<file path="config.mk">
export PLATFORM = sky130hd
export DESIGN_NAME = tws_blend
export DESIGN_NICKNAME = d
export VERILOG_FILES = /design/src/hw/rtl/assert_macros.svh /design/src/hw/rtl/tws_pkg.sv /design/src/hw/rtl/tws_blend.sv
export SDC_FILE = /design/constraint.sdc
export NUM_CORES = 2
export LEC_CHECK = 0
export BUFFER_PORTS_ARGS = -buffer_cell sky130_fd_sc_hd__buf_2
export CAP_MARGIN = 20
export CORE_UTILIZATION = 61
export CTS_BUF_LIST = sky130_fd_sc_hd__clkbuf_16
export DETAILED_ROUTE_END_ITERATION = 6
export PLACE_DENSITY = 0.93
export SLEW_MARGIN = 10
export SYNTH_ARGS = -nofsm -noshare
export SYNTH_HDL_FRONTEND = slang
export SYNTH_SLANG_ARGS = --single-unit
export TNS_END_PERCENT = 1
</file>
<file path="constraint.sdc">
create_clock -name clock -period 6.7 [get_ports clock]
set_input_delay 0.67 -clock clock [delete_from_list [all_inputs] [get_ports clock]]
set_output_delay 0.67 -clock clock [all_outputs]
set_load 0.02 [all_outputs]
</file>
<file path="src/hw/rtl/assert_macros.svh">
// Assertion macros shared by the texture sampler RTL.
`ifndef ASSERT_MACROS_SVH
`define ASSERT_MACROS_SVH
`ifndef SYNTHESIS
`define ASSERT_CLK(label, clk, rst, prop, msg) \
   label: assert property (@(posedge clk) disable iff (rst) (prop)) else $error(msg);
`define ASSERT_IMPLY(label, clk, rst, ante, cons, msg) \
   label: assert property (@(posedge clk) disable iff (rst) (ante) |-> (cons)) else $error(msg);
`else
`define ASSERT_CLK(label, clk, rst, prop, msg)
`define ASSERT_IMPLY(label, clk, rst, ante, cons, msg)
`endif
`endif

</file>
<file path="src/hw/rtl/tws_pkg.sv">
// Package with types, constants and helper functions of the texture sampler.
`default_nettype none
package tws_pkg;
   localparam int DEF_MAX_WIDTH  = 256;
   localparam int DEF_MAX_HEIGHT = 256;
   localparam int DEF_CHANNELS   = 3;

   localparam int SIZE_W    = 9;
   localparam int CSR_IDX_W = 2;
   localparam int PROD_W    = 42;
   localparam int IDX_W     = PROD_W - 16;
   localparam int SPLIT_HI  = 16;
   localparam int SPLIT_LO  = 8;
   localparam int RGB_W     = 24;

   localparam logic [CSR_IDX_W-1:0] CSR_TEX_WIDTH   = 2'd0;
   localparam logic [CSR_IDX_W-1:0] CSR_TEX_HEIGHT  = 2'd1;
   localparam logic [CSR_IDX_W-1:0] CSR_FILTER_MODE = 2'd2;

   localparam logic REQ_WRITE       = 1'b0;
   localparam logic REQ_SAMPLE      = 1'b1;
   localparam logic FILTER_NEAREST  = 1'b0;
   localparam logic FILTER_BILINEAR = 1'b1;

   typedef struct packed {
      logic               req_type;
      logic [7:0]         texel_x;
      logic [7:0]         texel_y;
      logic [7:0]         texel_red;
      logic [7:0]         texel_green;
      logic [7:0]         texel_blue;
      logic signed [31:0] u_coord;
      logic signed [31:0] v_coord;
   } tws_req_type;

   typedef struct packed {
      logic [7:0] sample_red;
      logic [7:0] sample_green;
      logic [7:0] sample_blue;
   } tws_rsp_type;

   typedef struct packed {
      logic       valid;
      logic       sample;
      logic [7:0] dx;
      logic [7:0] dy;
   } tws_ctl_type;

   typedef struct packed {
      tws_ctl_type      ctl;
      logic             wr_ok;
      logic [7:0]       wx;
      logic [7:0]       wy;
      logic [RGB_W-1:0] rgb;
   } tws_side_type;

   function automatic logic [SIZE_W-1:0] tws_mod_step(input logic [SIZE_W-1:0] r,
                                                      input logic b,
                                                      input logic [SIZE_W-1:0] n);
      logic [SIZE_W:0] t;
      begin
         t = {r, b};
         if (t >= {1'b0, n}) begin
            t = t - {1'b0, n};
         end
         return t[SIZE_W-1:0];
      end
   endfunction
endpackage
`default_nettype wire

</file>
<file path="src/hw/rtl/tws_blend.sv">
// Two-stage bilinear blend of four texels with rounding to 8-bit channels.
`default_nettype none
module tws_blend (
   input  wire logic                        clock,
   input  wire logic                        reset,
   input  wire logic                        en,
   input  wire tws_pkg::tws_ctl_type        ctl_in,
   input  wire logic [3:0][tws_pkg::RGB_W-1:0] texels,
   output logic                             out_valid,
   output tws_pkg::tws_rsp_type             out_data
);
   import tws_pkg::*;

   logic             v1_ff, v2_ff;
   logic [7:0]       dy1_ff;
   logic [2:0][15:0] a_in, a_ff, b_in, b_ff;
   logic [2:0][7:0]  c_in, c_ff;

   always_comb begin
      logic [8:0]  w0, w1;
      logic [16:0] ta, tb;
      w0 = 9'd256 - {1'b0, ctl_in.dx};
      w1 = {1'b0, ctl_in.dx};
      for (int k = 0; k < 3; k++) begin
         ta = 17'(texels[0][8*k +: 8]) * 17'(w0) + 17'(texels[1][8*k +: 8]) * 17'(w1);
         tb = 17'(texels[2][8*k +: 8]) * 17'(w0) + 17'(texels[3][8*k +: 8]) * 17'(w1);
         a_in[k] = ta[15:0];
         b_in[k] = tb[15:0];
      end
   end

   always_comb begin
      logic [8:0]  w0, w1;
      logic [24:0] t;
      w0 = 9'd256 - {1'b0, dy1_ff};
      w1 = {1'b0, dy1_ff};
      for (int k = 0; k < 3; k++) begin
         t = 25'(a_ff[k]) * 25'(w0) + 25'(b_ff[k]) * 25'(w1) + 25'd32768;
         c_in[k] = t[23:16];
      end
   end

   always_ff @(posedge clock) begin
      if (reset) begin
         v1_ff <= 1'b0;
         v2_ff <= 1'b0;
      end else if (en) begin
         v1_ff <= ctl_in.valid && ctl_in.sample;
         v2_ff <= v1_ff;
      end
   end

   always_ff @(posedge clock) begin
      if (en) begin
         a_ff   <= a_in;
         b_ff   <= b_in;
         dy1_ff <= ctl_in.dy;
         c_ff   <= c_in;
      end
   end

   assign out_valid             = v2_ff;
   assign out_data.sample_red   = c_ff[0];
   assign out_data.sample_green = c_ff[1];
   assign out_data.sample_blue  = c_ff[2];
endmodule
`default_nettype wire

</file>
======== Word-level counts from Yosys, hierarchy flattened ========
Index checks and enable logic that the tools add are counted.
storage, ports and cells
  bits in latches ......................... 0
  memory bits (writable) .................. 0
  logic and storage cells ................. 45
  bits in registers ....................... 130
  output and inout port bits .............. 25
  bits of input ports ..................... 117
  memories ................................ 0
  memory bits (read-only) ................. 0
operators by class
  multipliers ............................. 18
  shift-type cells ........................ 0
  bitwise gates (word level) .............. 0
  magnitude comparators ................... 0
  multiplexer cells ....................... 0
  divide/modulo/power cells ............... 0
  equality and inequality tests ........... 0
  add/sub/neg operators ................... 14
  reductions and logical operators ........ 1
operators with widths
  operator                                          count
  adder 16 bit                                      6
  multiplier 8 x 8 -> 16 bit                        6
  multiplier 8 x 9 -> 16 bit                        6
  adder 24 x 16 -> 24 bit (second input constant)   3
  adder 24 bit                                      3
  multiplier 16 x 8 -> 24 bit                       3
  multiplier 16 x 9 -> 24 bit                       3
  subtractor 9 x 8 -> 9 bit (first input constant)  2
  logical AND 1 bit                                 1

======== Depth between registers and ports, before layout ========
  word-level depth ........................ 4
  depth in mapped cells ................... 28
  gate-level depth less buffers ........... 26

======== Worst setup path after synthesis ========
No wires, ideal clock.
  kind .................................... register -> register
  start point ............................. reg dy1_ff[0]
  end point ............................... reg c_ff (netlist bit out_data[15]) (data pin)
  cell stages (with the launch flop) ...... 27
  data arrival time ....................... 6.960 ns
  setup time .............................. 0.260 ns
  required time ........................... 6.440 ns
  clock period less this slack ............ 7.220 ns
  path slack .............................. -0.520 ns
  cell sequence ........................... edfxtp_1 -> inv_1 -> ha_1 -> nand2_1 -> or3_1 -> nor3_1 -> clkbuf_1 -> clkbuf_1 -> nand2_1 -> fa_1 -> inv_1 -> fa_1 -> fa_1 -> fa_1 -> fa_1 -> inv_1 -> fa_1 -> inv_1 -> ha_1 -> a21o_1 -> a211oi_1 -> o2bb2ai_1 -> a211oi_1 -> nor3_1 -> a2111oi_0 -> o21bai_1 -> xnor2_1
RTL lines
  what                    line             RTL
  from (decl)             tws_blend.sv:15  logic [7:0] dy1_ff;
  from (signal assigned)  tws_blend.sv:57  dy1_ff <= ctl_in.dy;
  to (signal assigned)    tws_blend.sv:58  c_ff <= c_in;
  to (decl)               tws_blend.sv:17  logic [2:0][7:0] c_in, c_ff;

==> flow_metrics.py <==
metrics = {
    "status": {
        "status": "finished, violations left",
        "violations": "DRC, setup timing",
    },
    "logic_synthesis": {
        "synth_top_family_by_area": "adder cells",
        "synth-edff-count": 128,
        "synthSimpleGateAreaFrac_pct": 16.8,
        "syn_avg_cell_area_um2": 9.23,
        "synthAdderAreaFrac_pct": 58.6,
        "synth_area_leaders": "fa_1, ha_1, inv_1, and2_1, edfxtp_1",
        "synth_nets": 8180,
        "synthesis.area_mm2": 0.0568,
        "yosysMostFrequentCell": "inv_1",
        "yosys_warnings": 0,
        "synth_seq_cells": 130,
        "dominantRegCellSynth": "edfxtp_1",
        "synth_xor_area_share_pct": 2.56,
        "yosysTopAreaCell": "fa_1",
        "synthArstFlopShare_pct": 0,
        "ys_types": 51,
        "synth_common_cells": "inv_1, fa_1, and2_1, ha_1, nand2_1",
        "muxShareOfSynthArea_pct": 0.0176,
        "yosysTopAreaCellShare_pct": 44.6,
        "syn_inst": 6159,
        "synth-compound-area-share_pct": 2.19,
        "ys_seq_area_share_pct": 6.83,
    },
    "routing": {
        "ant_nets": 0,
        "num_vias": 43200,
        "first_iter_violations": 3968,
        "vias_per_cell": 5.65,
        "drc": 2,
        "routed_wl_um": 148000,
        "wl_per_cell_um": 19.4,
        "first_pass_iters": 7,
    },
    "setup_path": {
        "cp-start-kind": "flip-flop",
        "crit_arrival_ns": 7.26,
        "critPathRequiredTime_ns": 6.91,
        "crit_fanout": 8,
        "criticalPathCategory": "flip-flop to flip-flop",
        "end_kind": "flip-flop",
    },
    "clock_tree": {
        "path_clk_slew_ns": 0.07,
        "cts_tree": "built",
        "hold_buffers": 0,
        "cts.path.max_buffers": 2,
        "clock_latency_ns": 0.48,
        "cts_buffers": 17,
        "clock_sinks": 130,
        "cts_max_level": 4,
        "root_buffer": "clkbuf_16",
    },
    "placed_design": {
        "io_buffers": 141,
        "dpl.hpwl_um": 117000,
        "gp_congestion": 0.947,
    },
    "global_routing": {
        "met2_usage_pct": 54.9,
        "grt_use_met1_pct": 37.6,
        "grt_pass1_wl_um": 240000,
        "globalRoute.totalOverflow": 0,
        "grt_max_degree": 94,
        "grt_use_total_pct": 32.3,
        "grt_busiest_layer": "met2",
        "use_met3_pct": 5.58,
        "antenna_found_initial": 18,
        "grt_pass1_vias": 49200,
    },
    "cells_and_area": {
        "drive_gt1_share_pct": 7.93,
        "fillCellCount": 6122,
        "num-nets-final": 8385,
        "area_delta_synth_final_pct": 8.48,
    },
    "timing": {
        "hold_viol": 0,
        "fin_crit_ns": 7.04,
        "fmax_mhz": 142,
        "setup_tns_ns": -3.14,
        "fin_crit_sh_pct": 105,
        "tightest_slew_ns": 1.11,
        "max_slew_margin_pct": 26.1,
        "drv_slew": 0,
        "rsz0062_at_grt": "yes",
        "fin_ws_ns": -0.343,
        "final-setup-viol-count": 21,
        "finClkSkew_ns": 0.0135,
    },
    "die": {
        "rows": 111,
        "coreArea_mm2": 0.0919,
        "fp.dieArea_mm2": 0.0944,
        "ios": 142,
        "start_util_pct": 61.8,
        "die_y_um": 307,
        "die_width_um": 307,
    },
    "flow_run": {
        "maxCapViolCount": 0,
    },
    "hold_path": {
        "hp-class": "input port to flip-flop",
    },
}
## path summary, 6_finish.rpt
kind / startpoint / end / slack (ns) / cells after the start
worst min-delay path: reset / out_valid / 0.35 / 2
worst min register to register: v1_ff / v1_ff / 0.50 / 2
worst max-delay path: dy1_ff[1] / out_data[7] / -0.34 / 26
worst max register to register: dy1_ff[1] / out_data[7] / -0.34 / 26
## per-layer routing
layer	up-vias	wire length, um
met3	855	13300
met1	21500	50500
met2	2679	73600
met5	-	13
met4	2	10500
li1	18100	-
## registers in the layout (all words and copies together), names as in the netlist
register,cells
dy1_ff,8
out_valid,1
out_data,24
b_ff,48
a_ff,48
v1_ff,1
## critical path, cell delays in order, from the launching register on
cell and delay (ns):
edfxtp_1 0.42, inv_2 0.09, ha_2 0.20, nand2_2 0.06
or3_4 0.40, nor3_4 0.16, buf_12 0.17, buf_4 0.18
nand2_1 0.11, fa_1 0.57, inv_1 0.05, fa_1 0.45
fa_1 0.54, fa_1 0.44, fa_1 0.48, inv_1 0.05
fa_1 0.47, inv_1 0.04, ha_1 0.31, nand2_4 0.10
a2bb2oi_4 0.17, o41ai_4 0.12, a21o_1 0.20, o41a_1 0.34
a2111o_1 0.42, a21oi_2 0.18, xnor2_1 0.07
## layout make-up
cell class | count | area, um2 | share of cell area, %
Inverter | 1753 | 6580 | 10.7
Multi-Input combinational cell | 4062 | 46000 | 74.6
Antenna cell | 17 | 42.5 | 0.0690
Timing Repair Buffer | 400 | 2960 | 4.79
Clock buffer | 17 | 425 | 0.690
Sequential cell | 130 | 3880 | 6.30
Clock inverter | 15 | 190 | 0.308
Tap cell | 1243 | 1560 | 2.52
## what timing repair did
item	4_1_cts	5_1_grt
endpoints found under the setup margin	21	45
setup buffers	0	8
resized for setup	11	35
pin swaps	6	6
## placed cells by master, fill, tap and decap left out, drive strengths merged, types with 3 or more instances in the layout
| cell type | count |
|---|---|
| ha | 638 |
| o41ai | 3 |
| or3 | 8 |
| a31oi | 5 |
| clkinv | 9 |
| o31a | 3 |
| bufinv | 4 |
| or2 | 6 |
| o211ai | 6 |
| o21ai | 20 |
| clkbuf | 17 |
| nor4 | 4 |
| nor2 | 55 |
| nand4 | 5 |
| xor2 | 36 |
| buf | 400 |
| a211oi | 12 |
| xnor2 | 130 |
| diode | 17 |
| fa | 1266 |
| o31ai | 10 |
| edfxtp | 128 |
| o21bai | 12 |
| and3 | 8 |
| nand2 | 626 |
| nand3 | 22 |
| a21oi | 62 |
| a31o | 7 |
| o21a | 8 |
| a21o | 22 |
| nor2b | 9 |
| and2 | 1033 |
| inv | 1754 |
| nor3 | 24 |
## logic make-up after synthesis
family                     Yosys count
AOI/OAI and AO/OA                  187
xor gates and xnor gates           166
adders and majority gates         1904
buffers and inverters             1967
DFF                                130
muxes                                1
and+or+nand+nor                   1804
## metrics by stage
| stage | cell area [um2] | utilization [%] | setup WS, ns | std cells | hold slack, ns |
|---|---|---|---|---|---|
| after floorplan | 57000 | - | -0.0695 | 6159 | 0.439 |
| after global placement | 60700 | 66.0 | -0.356 | 7580 | 0.449 |
| after detailed placement | 60700 | 66.0 | -0.459 | 7580 | 0.484 |
| after CTS | 61400 | 66.8 | -0.301 | 7612 | 0.336 |
| after global routing | 61700 | 67.1 | -0.538 | 7636 | 0.355 |
| final | 61700 | 67.1 | -0.343 | 7637 | 0.350 |
Power is left out: the tool's default activity adds up to more than one toggle a clock period on the data nets, which glitch-free logic cannot reach.
