<file path="src/hw/rtl/assert_macros.svh">
// Assertion macros shared by the texture sampler RTL.
`ifndef ASSERT_MACROS_SVH
`define ASSERT_MACROS_SVH
`ifndef SYNTHESIS
`define ASSERT_CLK(label, clk, rst, prop, msg) \
   label: assert property (@(posedge clk) disable iff (rst) (prop)) else $error(msg);
`define ASSERT_IMPLY(label, clk, rst, ante, cons, msg) \
   label: assert property (@(posedge clk) disable iff (rst) (ante) |-> (cons)) else $error(msg);
`else
`define ASSERT_CLK(label, clk, rst, prop, msg)
`define ASSERT_IMPLY(label, clk, rst, ante, cons, msg)
`endif
`endif

</file>
<file path="src/hw/rtl/tws_pkg.sv">
// Package with types, constants and helper functions of the texture sampler.
`default_nettype none
package tws_pkg;
   localparam int DEF_MAX_WIDTH  = 256;
   localparam int DEF_MAX_HEIGHT = 256;
   localparam int DEF_CHANNELS   = 3;

   localparam int SIZE_W    = 9;
   localparam int CSR_IDX_W = 2;
   localparam int PROD_W    = 42;
   localparam int IDX_W     = PROD_W - 16;
   localparam int SPLIT_HI  = 16;
   localparam int SPLIT_LO  = 8;
   localparam int RGB_W     = 24;

   localparam logic [CSR_IDX_W-1:0] CSR_TEX_WIDTH   = 2'd0;
   localparam logic [CSR_IDX_W-1:0] CSR_TEX_HEIGHT  = 2'd1;
   localparam logic [CSR_IDX_W-1:0] CSR_FILTER_MODE = 2'd2;

   localparam logic REQ_WRITE       = 1'b0;
   localparam logic REQ_SAMPLE      = 1'b1;
   localparam logic FILTER_NEAREST  = 1'b0;
   localparam logic FILTER_BILINEAR = 1'b1;

   typedef struct packed {
      logic               req_type;
      logic [7:0]         texel_x;
      logic [7:0]         texel_y;
      logic [7:0]         texel_red;
      logic [7:0]         texel_green;
      logic [7:0]         texel_blue;
      logic signed [31:0] u_coord;
      logic signed [31:0] v_coord;
   } tws_req_type;

   typedef struct packed {
      logic [7:0] sample_red;
      logic [7:0] sample_green;
      logic [7:0] sample_blue;
   } tws_rsp_type;

   typedef struct packed {
      logic       valid;
      logic       sample;
      logic [7:0] dx;
      logic [7:0] dy;
   } tws_ctl_type;

   typedef struct packed {
      tws_ctl_type      ctl;
      logic             wr_ok;
      logic [7:0]       wx;
      logic [7:0]       wy;
      logic [RGB_W-1:0] rgb;
   } tws_side_type;

   function automatic logic [SIZE_W-1:0] tws_mod_step(input logic [SIZE_W-1:0] r,
                                                      input logic b,
                                                      input logic [SIZE_W-1:0] n);
      logic [SIZE_W:0] t;
      begin
         t = {r, b};
         if (t >= {1'b0, n}) begin
            t = t - {1'b0, n};
         end
         return t[SIZE_W-1:0];
      end
   endfunction
endpackage
`default_nettype wire

</file>
<file path="src/hw/rtl/tws_wrap.sv">
// Three-stage pipelined reduction of a signed texel index modulo the texture size.
`default_nettype none
module tws_wrap (
   input  wire logic                         clock,
   input  wire logic                         en,
   input  wire logic [tws_pkg::SIZE_W-1:0]   size,
   input  wire logic signed [tws_pkg::IDX_W-1:0] idx_in,
   output logic [tws_pkg::SIZE_W-1:0]        rem_out
);
   import tws_pkg::*;

   logic [SIZE_W-1:0]   r1_in, r1_ff, r2_in, r2_ff, r3_in, r3_ff;
   logic [SPLIT_HI-1:0] low1_ff;
   logic [SPLIT_LO-1:0] low2_ff;

   always_comb begin
      r1_in = idx_in[IDX_W-1] ? size - SIZE_W'(1) : '0;
      for (int k = IDX_W - 2; k >= SPLIT_HI; k--) begin
         r1_in = tws_mod_step(r1_in, idx_in[k], size);
      end
   end

   always_comb begin
      r2_in = r1_ff;
      for (int k = SPLIT_HI - 1; k >= SPLIT_LO; k--) begin
         r2_in = tws_mod_step(r2_in, low1_ff[k], size);
      end
   end

   always_comb begin
      r3_in = r2_ff;
      for (int k = SPLIT_LO - 1; k >= 0; k--) begin
         r3_in = tws_mod_step(r3_in, low2_ff[k], size);
      end
   end

   always_ff @(posedge clock) begin
      if (en) begin
         r1_ff   <= r1_in;
         low1_ff <= idx_in[SPLIT_HI-1:0];
         r2_ff   <= r2_in;
         low2_ff <= low1_ff[SPLIT_LO-1:0];
         r3_ff   <= r3_in;
      end
   end

   assign rem_out = r3_ff;
endmodule
`default_nettype wire

</file>
<file path="config.mk">
export PLATFORM = sky130hd
export DESIGN_NAME = tws_wrap
export DESIGN_NICKNAME = d
export VERILOG_FILES = /design/src/hw/rtl/assert_macros.svh /design/src/hw/rtl/tws_pkg.sv /design/src/hw/rtl/tws_wrap.sv
export SDC_FILE = /design/constraint.sdc
export NUM_CORES = 1
export LEC_CHECK = 0
export BUFFER_PORTS_ARGS = -buffer_cell sky130_fd_sc_hd__clkbuf_2
export CAP_MARGIN = 20
export CORE_MARGIN = 2
export CORE_UTILIZATION = 40
export DETAILED_ROUTE_END_ITERATION = 10
export SLEW_MARGIN = 20
export SYNTH_ARGS = -nofsm -noshare
export SYNTH_HDL_FRONTEND = slang
export SYNTH_SLANG_ARGS = --single-unit
</file>
<file path="constraint.sdc">
create_clock -name clock -period 27.5 [get_ports clock]
set_clock_uncertainty 0.2 [all_clocks]
set_input_delay 5.5 -clock clock [delete_from_list [all_inputs] [get_ports clock]]
set_output_delay 5.5 -clock clock [all_outputs]
set_load 0.02 [all_outputs]
</file>
Yosys cells after proc, flatten, opt, wreduce, memory -nomap -nowiden
Cells that the tools add are included.
{ "word_totals": {"latch_bits": 0, "regBits": 51, "romBits": 0, "out_inout_bits": 9, "in_bits": 37, "wordCells": 82, "memories": 0, "mem_bits_rw": 0} }
{ "op_classes": {"shift": 0, "reduce_logical": 0, "n_addsub": 26, "multipliers": 0, "n_div": 0, "eq_ne": 0, "n_bitwise": 0, "magnitude_cmp": 25, "mux": 26} }
{ "op_table": {"columns": ["op", "n"], "rows": [
  ["greater-or-equal comparator 10 x 9 -> 1 bit", 25],
  ["2-to-1 mux 9 bit", 26],
  ["subtractor 9 bit", 25],
  ["subtractor 9 x 1 -> 9 bit, second input constant", 1]
]} }

Longest topological paths before layout
{ "depth": {"ltp_word": 20, "depth_mapped": 106, "mapped_depth_nobuf": 99} }

Worst setup path after synthesis
OpenSTA, ideal clock, no wires.
{ "synth_timing": {"path_kind": "input to register", "from": "in size[1] (netlist name)", "to": "reg r1_ff[5], data pin", "path_buffers": 7, "cell_stages": 96, "required_time_ns": 27.039, "setup_time_ns": 0.261, "slack_ns": 1.086, "arrival_time_ns": 25.953, "cell_sequence": "inv_1 > ha_1 > or3b_2 > o31ai_1 > a21oi_1 > ha_1 > and4_1 > a21boi_0 > o21ai_0 > nand2_1 > mux2_2 > ha_1 > nor2_1 > a211oi_1 > o31ai_1 > nand2_1 > or2_1 > buf_6 > [... 60 more ...] > o311a_1 > mux2i_4 > buf_2 > nor2_1 > a21oi_1 > fa_1 > a21o_1 > a21o_1 > a21o_1 > a21oi_1 > o21bai_1 > a21oi_1 > o21ai_0 > a21o_1 > nor3b_2 > buf_4 > nor3_1 > a221o_1"} }
{ "synth_via": {"elab_chain_len": 20, "word_cells_on_any_way": 29, "classes_between": "add/sub (10); order compare (9); mux (10)"} }
{ "synth_rtl": {"columns": ["element", "line_no", "rtl"], "rows": [
  ["start: declaration", "tws_wrap.sv:6", "input wire logic [tws_pkg::SIZE_W-1:0] size,"],
  ["subtractor 9 x 1 -> 9 bit", "tws_wrap.sv:17", "r1_in = idx_in[IDX_W-1] ? size - SIZE_W'(1) : '0;"],
  ["2-to-1 mux 9 bit", "tws_wrap.sv:17", null],
  ["subtractor 9 bit or greater-or-equal comparator 10 x 9 -> 1 bit (tied branches)", "tws_pkg.sv:64, tws_pkg.sv:63", null],
  ["2-to-1 mux 9 bit", "tws_pkg.sv:63", "if (t >= {1'b0, n}) begin"],
  ["subtractor 9 bit or greater-or-equal comparator 10 x 9 -> 1 bit (tied branches)", "tws_pkg.sv:64, tws_pkg.sv:63", null],
  ["2-to-1 mux 9 bit", "tws_pkg.sv:63", null],
  ["subtractor 9 bit or greater-or-equal comparator 10 x 9 -> 1 bit (tied branches)", "tws_pkg.sv:64, tws_pkg.sv:63", null],
  ["2-to-1 mux 9 bit", "tws_pkg.sv:63", null],
  ["[... 5 more ...]", null, null],
  ["2-to-1 mux 9 bit", "tws_pkg.sv:63", null],
  ["greater-or-equal comparator 10 x 9 -> 1 bit or subtractor 9 bit (tied branches)", "tws_pkg.sv:63, tws_pkg.sv:64", null],
  ["2-to-1 mux 9 bit", "tws_pkg.sv:63", null],
  ["subtractor 9 bit or greater-or-equal comparator 10 x 9 -> 1 bit (tied branches)", "tws_pkg.sv:64, tws_pkg.sv:63", null],
  ["2-to-1 mux 9 bit", "tws_pkg.sv:63", null],
  ["subtractor 9 bit or greater-or-equal comparator 10 x 9 -> 1 bit (tied branches)", "tws_pkg.sv:64, tws_pkg.sv:63", null],
  ["2-to-1 mux 9 bit *", "tws_pkg.sv:63", null],
  ["named net r1_in[5]", "tws_wrap.sv:12", "logic [SIZE_W-1:0] r1_in, r1_ff, r2_in, r2_ff, r3_in, r3_ff;"],
  ["end signal: assignment", "tws_wrap.sv:39", "r1_ff <= r1_in;"],
  ["end: declaration", "tws_wrap.sv:12", null]
]} }
The timed path passes the listed nets; every way through them passes the cells marked *.
A chain may end at the register's enable or synchronous reset.

Worst setup path in the final report
{ "layout_timing": {"from": "in size[1] (netlist name)", "to": "reg r1_ff[7], data pin"} }
Same word-level chain as after synthesis.

==> flow_summary_export.csv <==
group,metric,value,unit
routing,detail_route.wl_per_cell,16.5,µm
sta,fmax,0.0380,GHz
logic_synthesis,syn_avg_cell_area,8.40,µm²
setup_path,crit_top_cell,"a21oi_1",
routing,first_pass_iters,5,
logic_synthesis,ys_warn_count,0,
logic_synthesis,ys_async_sr_fraction,0,%
placed_design,io_buffers,45,
routing,drc,0,
setup_path,critPathRequiredTime,27350,ps
sta,holdWs,221,ps
logic_synthesis,synth.distinct_cells,81,
grt,met2_usage,32.7,%
routing,num_vias,11976,
clock_tree,clk_latency,310,ps
grt,antenna_found_initial,0,
logic_synthesis,ys_ff_latch,51,
clock_tree,cts_htree_levels,2,
setup_path,critPathBufInv,4,
grt,grt_max_degree,28,
logic_synthesis,synth_top_family_by_area,"adder cells",
grt,track_usage,19.5,%
logic_synthesis,synth_compound_area_share,22.8,%
sta,slew_headroom,29.2,%
worst_hold_path,min_path_type,"flip-flop to flip-flop",
logic_synthesis,synth_fp_nets,1912,
run,cap_violations,0,
setup_path,cp_top_family,"compound AO/OA/AOI/OAI gates",
setup_path,crit_fanout,14,
final_layout,final_util,43.9,%
floorplan,rows,67,
grt,grt_pass1_wl,57.4,mm
floorplan,die_w,189,µm
logic_synthesis,yosys.area_share.xor_xnor,10.0,%
final_layout,diodes,0,
sta,tightest_slew,1060,ps
final_layout,final_common_cell,"ha_1",
logic_synthesis,muxShareOfSynthArea,11.9,%
clock_tree,cts.clk_slew.worst_paths,70,ps
grt,grtUsageMet1,26.9,%
final_layout,syn_to_final_growth,8.05,%
logic_synthesis,synthSimpleGateAreaFrac,15.0,%
routing,routed_wirelength,35.0,mm
placed_design,routabilityCongestion,0.906,
grt,gr-total-overflow,0,
routing,drt_iter0_drc,742,
routing,vias_per_cell,5.64,
logic_synthesis,synth_edf_count,51,
clock_tree,clockBufferDepth,2,
placed_design,dp_hpwl,27.2,mm
floorplan,ioPinCount,46,
setup_path,startpoint_type,"input port",
logic_synthesis,synth_seq_area_share,11.2,%
setup_path,worst_path_largest_cell_delay,520,ps
clock_tree,cts-root-buf,"clkbuf_16",
sta,hold_viol_final,0,
final_layout,drive_above_1_share,14.6,%
logic_synthesis,synth_flop_cell,"edfxtp_1",
run_status,status,"finished clean",
sta,slew_viol_final,0,
final_layout,fillCellCount,3288,
logic_synthesis,postSynthCellCount,1624,
sta,fin_crit_sh,95.6,%
floorplan,fp.dieH,189,µm
logic_synthesis,synthAdderAreaFrac,24.4,%
final_layout,fin_nets,1962,
setup_path,arrival,26140,ps
setup_path,cpMaxStageDelayCell,"or4_1",
clock_tree,cts_tree,"yes",
grt,grt_pass1_vias,11599,
grt,met3_usage,1.84,%
routing,drtAntennaViolNets,0,
clock_tree,ctsHoldBuffers,0,
clock_tree,cts_buffers,5,
setup_path,crit_type,"input port to flip-flop",
floorplan,start_util,40.7,%
grt,gr-max-usage-layer,"met2",
sta,layout_min_cycle_time,26290,ps
floorplan,dieArea,35600,µm²
floorplan,core_area,33500,µm²
sta,finalSetupViolations,0,
logic_synthesis,syn-cell-area,13600,µm²
final_layout,final_cell_mix,"225 x ha_1, 130 x inv_1, 129 x a21oi_1",
setup_path,cp-end-kind,"flip-flop",
clock_tree,clock-sinks,51,
## cell usage after synthesis, types with 5 or more instances
library cell  instances  area share [%]
nor2b_1              43             2.0
mux2_2              108             8.9
o21a_1               12            0.66
mux2i_1              30             2.2
o211ai_1              6            0.33
o21bai_1             23             1.3
nand3_1              12            0.44
edfxtp_1             51              11
a21o_1               97             5.3
nand4_1              48             2.2
o31ai_1               8            0.44
clkbuf_1             13            0.36
nor3_1               29             1.1
ha_1                226              21
a221o_1               6            0.44
a211oi_1             16            0.88
xor2_1               62             4.0
nand2_1              67             1.8
or3_1                 6            0.28
xnor2_1              94             6.0
nand2b_1             30             1.4
buf_2                 6            0.22
nor2_1              114             3.1
inv_1               131             3.6
fa_1                 25             3.7
and3_1                5            0.23
a21boi_0             14            0.77
or4_1                 5            0.28
a31oi_1              11            0.50
a21oi_1             130             4.8
or2_2                 9            0.41
o221ai_1              6            0.39
o21ai_0              91             3.3
a221oi_1              5            0.32
## flip-flops by register name, summed over array words and instances (netlist names)
signal   flops
r2_ff        9
low1_ff     16
low2_ff      8
r1_ff        9
rem_out      9
## final timing paths
path | startpoint | to | slack, ps | cells past startpoint
worst max-delay path | size[1] | r1_ff[7] | 1210 | 91
worst min-delay path | low1_ff[7] | low2_ff[7] | 220 | 0
worst max register to register | low1_ff[15] | r2_ff[5] | 7130 | 78
worst min register to register | low1_ff[7] | low2_ff[7] | 220 | 0
## through the flow
step	instances	cell area, µm²	setup slack [ps]	setup TNS [ps]
2_1_floorplan	1624	13600	1090	0
3_3_place_gp	2108	14400	451	0
3_5_place_dp	2108	14400	-231	-873
4_1_cts	2116	14500	5.20	0
5_1_grt	2123	14700	-9.00	-14.5
6_report	2123	14700	1210	0
## kinds of logic after synthesis
group,after synthesis
muxes,144
AOI/OAI and AO/OA,467
and+or+nand+nor,398
buffers and inverters,157
DFF,51
xor gates and xnor gates,156
adders and majority gates,251
## final cells by class
type	count	area (µm²)	area share, %
repair buffers	68	398	2.70
clock inverters	3	15.0	0.102
flip-flops and latches	51	1530	10.4
well taps	448	561	3.81
clock buffers	5	125	0.849
multi-input cells	1416	11600	78.8
inverters	132	495	3.36
## timing repair
item,CTS,global route
setup endpoints to repair,0,9
resized for setup,0,34
buffers inserted,0,7
## routing by layer
metal / up-vias / routed length [µm]
met1: 5598 / 17500
met4: 0 / 793
met3: 59 / 946
met2: 210 / 15800
met5: - / 0
li1: 6109 / -
Power is left out: the tool's default activity adds up to more than one toggle a clock period on the data nets, which glitch-free logic cannot reach.
